===== src/hdl/psrb_ram.sv =====
// Generic simple dual-port RAM with one write port and a registered read port.
module psrb_ram #(
    parameter int WIDTH = 8,
    parameter int DEPTH = 16
) (
    input  logic                     i_clk,
    input  logic                     i_we,
    input  logic [$clog2(DEPTH)-1:0] i_waddr,
    input  logic [WIDTH-1:0]         i_wdata,
    input  logic                     i_re,
    input  logic [$clog2(DEPTH)-1:0] i_raddr,
    output logic [WIDTH-1:0]         o_rdata
);

    logic [WIDTH-1:0] r_mem [DEPTH];
    logic [WIDTH-1:0] r_rdata;

    // Write port.
    always_ff @(posedge i_clk) begin
        if (i_we) begin
            r_mem[i_waddr] <= i_wdata;
        end
    end

    // Read port; the data holds until the next read.
    always_ff @(posedge i_clk) begin
        if (i_re) begin
            r_rdata <= r_mem[i_raddr];
        end
    end

    assign o_rdata = r_rdata;

endmodule


===== config.mk =====
export PLATFORM = sky130hd
export DESIGN_NAME = psrb_ram
export DESIGN_NICKNAME = d
export VERILOG_FILES = /design/src/hdl/psrb_ram.sv
export SDC_FILE = /design/constraint.sdc
export NUM_CORES = 1
export LEC_CHECK = 0
export BUFFER_PORTS_ARGS = -buffer_cell sky130_fd_sc_hd__clkbuf_2
export CORE_UTILIZATION = 45
export DETAILED_ROUTE_END_ITERATION = 8
export SLEW_MARGIN = 0
export SYNTH_ARGS = -nofsm -noshare
export SYNTH_HDL_FRONTEND = slang
export SYNTH_SLANG_ARGS = --single-unit

===== constraint.sdc =====
create_clock -name i_clk -period 1.9 [get_ports i_clk]
set_clock_uncertainty 0.1 [all_clocks]
set_input_delay 0.19 -clock i_clk [delete_from_list [all_inputs] [get_ports i_clk]]
set_output_delay 0.19 -clock i_clk [all_outputs]
set_load 0.005 [all_outputs]

**After elaboration in Yosys (flattened, before gate mapping)**

Memory sizes are Yosys's and may differ from the RTL's. A register that Yosys moved wholly into a read port is not among the register bits.
Cells that the tools add are included.

- Bits in registers: 0
- RAM bits: 128
- Input port bits: 19
- Output and inout bits: 8
- Logic and storage cells: 3
- Memories kept: 1

- Mux-type cells: 2

Memories:

| name | depth | width | read ports | clocked after Yosys merged registers in | write ports | RTL line | RTL |
|---|---|---|---|---|---|---|---|
| r_mem | 16 | 8 | 1 | 1 | 1 | 15 | `logic [WIDTH-1:0] r_mem [DEPTH];` |

Operator list:

| cell | number |
|---|---|
| 1-bit two-way mux | 2 |

**Logic depth before layout (Yosys ltp)**

- Depth in word-level cells: 2
- Depth in mapped cells: 5
- Depth with buffers taken out: 3

**Worst setup path after synthesis**

No wires, ideal clock.

- Kind: in2reg
- Start point: input port i_waddr[2]
- End point: memory r_mem[0][0] (enable)
- Library setup time: 0.383 ns
- Arrival time: 1.300 ns
- Required time: 1.417 ns
- Setup slack: 0.117 ns
- Stages on the path: 2
- Buffers on the path: 0
- Path through: or3b_2 nor3_1

RTL lines:

| element | RTL line | RTL |
|---|---|---|
| from (decl) | 8 | `input logic [$clog2(DEPTH)-1:0] i_waddr,` |
| to (decl) | 15 |  |

No word-level cell before the write port.

==> impl_metrics.py <==
metrics = {
    "placement": {
        "dp.cells": 411,
        "dpl.hpwl_mm": 6.259,
        "port_buffers": 26,
        "routabilityCongestion": 0.7144,
    },
    "grt": {
        "grt.overflow.total": 0,
        "grt_use_total_pct": 18.35,
        "grt_pass1_wl_mm": 14.93,
        "antenna_found_initial": 0,
        "grt_max_degree": 19,
        "grt_pass1_vias": 2510,
    },
    "timing": {
        "setup_tns_ns": 0,
        "drv_slew": 0,
        "post-route-period-util_pct": 85.65,
        "fmax_ghz": 0.6145,
        "slew_headroom_pct": 72.85,
        "hold_violations": 0,
        "rsz0062_at_grt": "no",
        "hold_slack_ns": 0.09025,
        "finalCriticalPeriod_ns": 1.627,
        "tightest_slew_ns": 0.4073,
        "setup_viol": 0,
    },
    "clock_tree": {
        "cts_root_buf": "clkbuf_16",
        "path_clk_slew_ns": 0.06,
        "post_cts_buffers": 0,
        "h-tree-depth": 4,
        "cts_made_buffers": 17,
        "clock_path_buffers": 2,
        "clkSinkCount": 136,
        "cts_tree": "built",
        "worstSkewPairLatency_ns": 0.40,
        "cts_resized": 0,
        "cts_hold_buf": 0,
    },
    "outcome": {
        "status": "finished, final reports clean",
    },
    "route": {
        "drc_errors": 0,
        "viasPerCell": 5.582,
        "ant_nets": 0,
        "wire_per_inst_um": 21.86,
        "vias": 2473,
        "drt_wl_total_mm": 9.685,
        "drtIter0Drc": 197,
        "drt_pre_antenna_iters": 4,
    },
    "hold_path": {
        "whs_path_depth": 1,
        "min_from": "i_re",
        "min_to": "o_rdata[6]",
        "min_path_type": "input port to flop",
    },
    "yosys": {
        "yosysTopAreaCell": "edfxtp_1",
        "synth_area_leaders": "edfxtp_1 (78%), mux4_2 (7.8%), mux4_1 (7.0%)",
        "synth_warnings": 0,
        "ys_types": 18,
        "syn_area_sq_um": 5228,
        "synth_cells": 229,
        "syn_area_per_cell_sq_um": 22.83,
        "yosys.area.top_type_share_pct": 78.12,
        "syn-num-nets": 248,
        "synth_seq_area_share_pct": 78.12,
        "ys_seq_elements": 136,
    },
    "setup_path": {
        "critPathCaptureType": "flop",
        "slowest_stage": "mux4_1",
        "r2r_slack_ns": 0.27,
        "path_cells": "mux4_1 -> a22oi_1 -> nand2_1",
        "r2r_cells": 3,
        "arrival_ns": 1.67,
        "cp_max_fo": 1,
        "crit_family": "multiplexers",
        "worst-path-buf-inv": 0,
        "r2r_end": "o_rdata[0]",
        "required_ns": 1.94,
        "cpPeakStageDelay_ns": 0.50,
        "worstSetupPathType": "flop to flop",
        "r2r-start": "r_mem[1][0]",
        "start_kind": "flop",
    },
    "die": {
        "die-area_sq_um": 12050,
        "core_sq_um": 11080,
        "start_util_pct": 47.19,
        "rows": 38,
        "die_w_um": 109.8,
        "die_h_um": 109.8,
        "pin_count": 27,
    },
    "power_and_ir_drop": {
        "power_w": 0.007006,
        "switching_share_pct": 18.73,
        "p_switching_w": 0.001312,
        "p_per_area_nw_per_um2": 1115,
        "p_comb_share_pct": 4.6,
        "vdd_drop_max_v": 0.0006081,
        "p_seq_share_pct": 48.5,
        "power.leakage_nw": 2.154,
        "p_int_w": 0.005694,
        "clkPwrFrac_pct": 46.9,
    },
    "layout": {
        "nets": 309,
        "final_common_cell": "edfxtp_1",
        "drive_gt1_share_pct": 31.35,
        "most-common-layout-cells": "edfxtp_1 (136), clkbuf_2 (26), buf_4 (22), mux4_2 (18), clkbuf_16 (17)",
        "num-fill-cells": 820,
        "area_growth_pct": 20.23,
        "finalNonFillerCells": 443,
        "antenna_cells": 0,
    },
    "job": {
        "max_cap_viol_count": 0,
    },
}
==> per-stage QoR <==
step	utilization, %	instance area, sq um	worst slack, ns
floorplan	-	5228	0.1171
global placement	51.38	5692	0.009499
detailed placement	51.38	5692	-0.03859
CTS	56.73	6285	0.2698
global route	56.73	6285	0.2004
finish	56.73	6285	0.2727
==> flip-flops by register name, indices dropped and copies added (netlist names) <==
name and cells:
r_mem 128, o_rdata 8
==> how the worst max path moves through the flow <==
stage,start,end,slack (ns),depth (start not counted)
floorplan,i_waddr[2],r_mem[0][0],0.12,2
global placement,i_raddr[0],o_rdata[0],0.009,6
detailed placement,i_raddr[0],o_rdata[0],-0.04,6
CTS,r_mem[0][4],o_rdata[4],0.27,3
global route,r_mem[0][4],o_rdata[4],0.20,3
finish,r_mem[1][0],o_rdata[0],0.27,3
==> cell usage after synthesis <==
master	count
nor2b_1	1
clkdlybuf4s25_2	3
a22oi_1	16
buf_2	3
nand3b_1	2
edfxtp_1	136
buf_6	3
and2_1	1
buf_4	1
nor2_1	13
mux4_1	14
nand3_1	1
nand2b_1	2
or3b_2	1
mux4_2	18
nand2_1	9
and2b_1	1
nor3_1	4
==> logic make-up after synthesis <==
group           Yosys count  share of synthesized area (%)
compound gates           16                          2.298
flops                   136                          78.12
simple gates             35                          3.136
buf+inv                  10                          1.651
mux                      32                          14.79
==> routing by layer <==
layer	up-vias	share of wire, %	track usage (%)
met5	-	0	0
met4	0	1.4	6.667
met3	10	4.4	5.157
met2	80	48	28.30
met1	1278	46	25.08
li1	1105	-	-
==> layout make-up <==
cell class	count	area [sq um]	share of cell area, %
sequential	136	4084	64.98
multi-input combinational	83	1057	16.82
clock inverter	12	156.4	2.489
timing repair buffer	52	375.4	5.973
tap	140	175.2	2.787
clock buffer	20	436.7	6.948
==> worst register-to-register path: stages (launching register included) <==
cell and delay [ns]:
edfxtp_1 0.37, mux4_1 0.50, a22oi_1 0.28, nand2_1 0.12
==> power by group through the flow <==
stage,registers (W),clock network [W],logic (W)
final,0.00340,0.00329,0.000322
after global routing,0.00340,0.00346,0.000354
after CTS,0.00340,0.00333,0.000328
after detailed placement,0.00346,0,0.000326
after global placement,0.00346,0,0.000319
after floorplan,0.00346,0,0.000171
(Power assumes the default switching activity.)
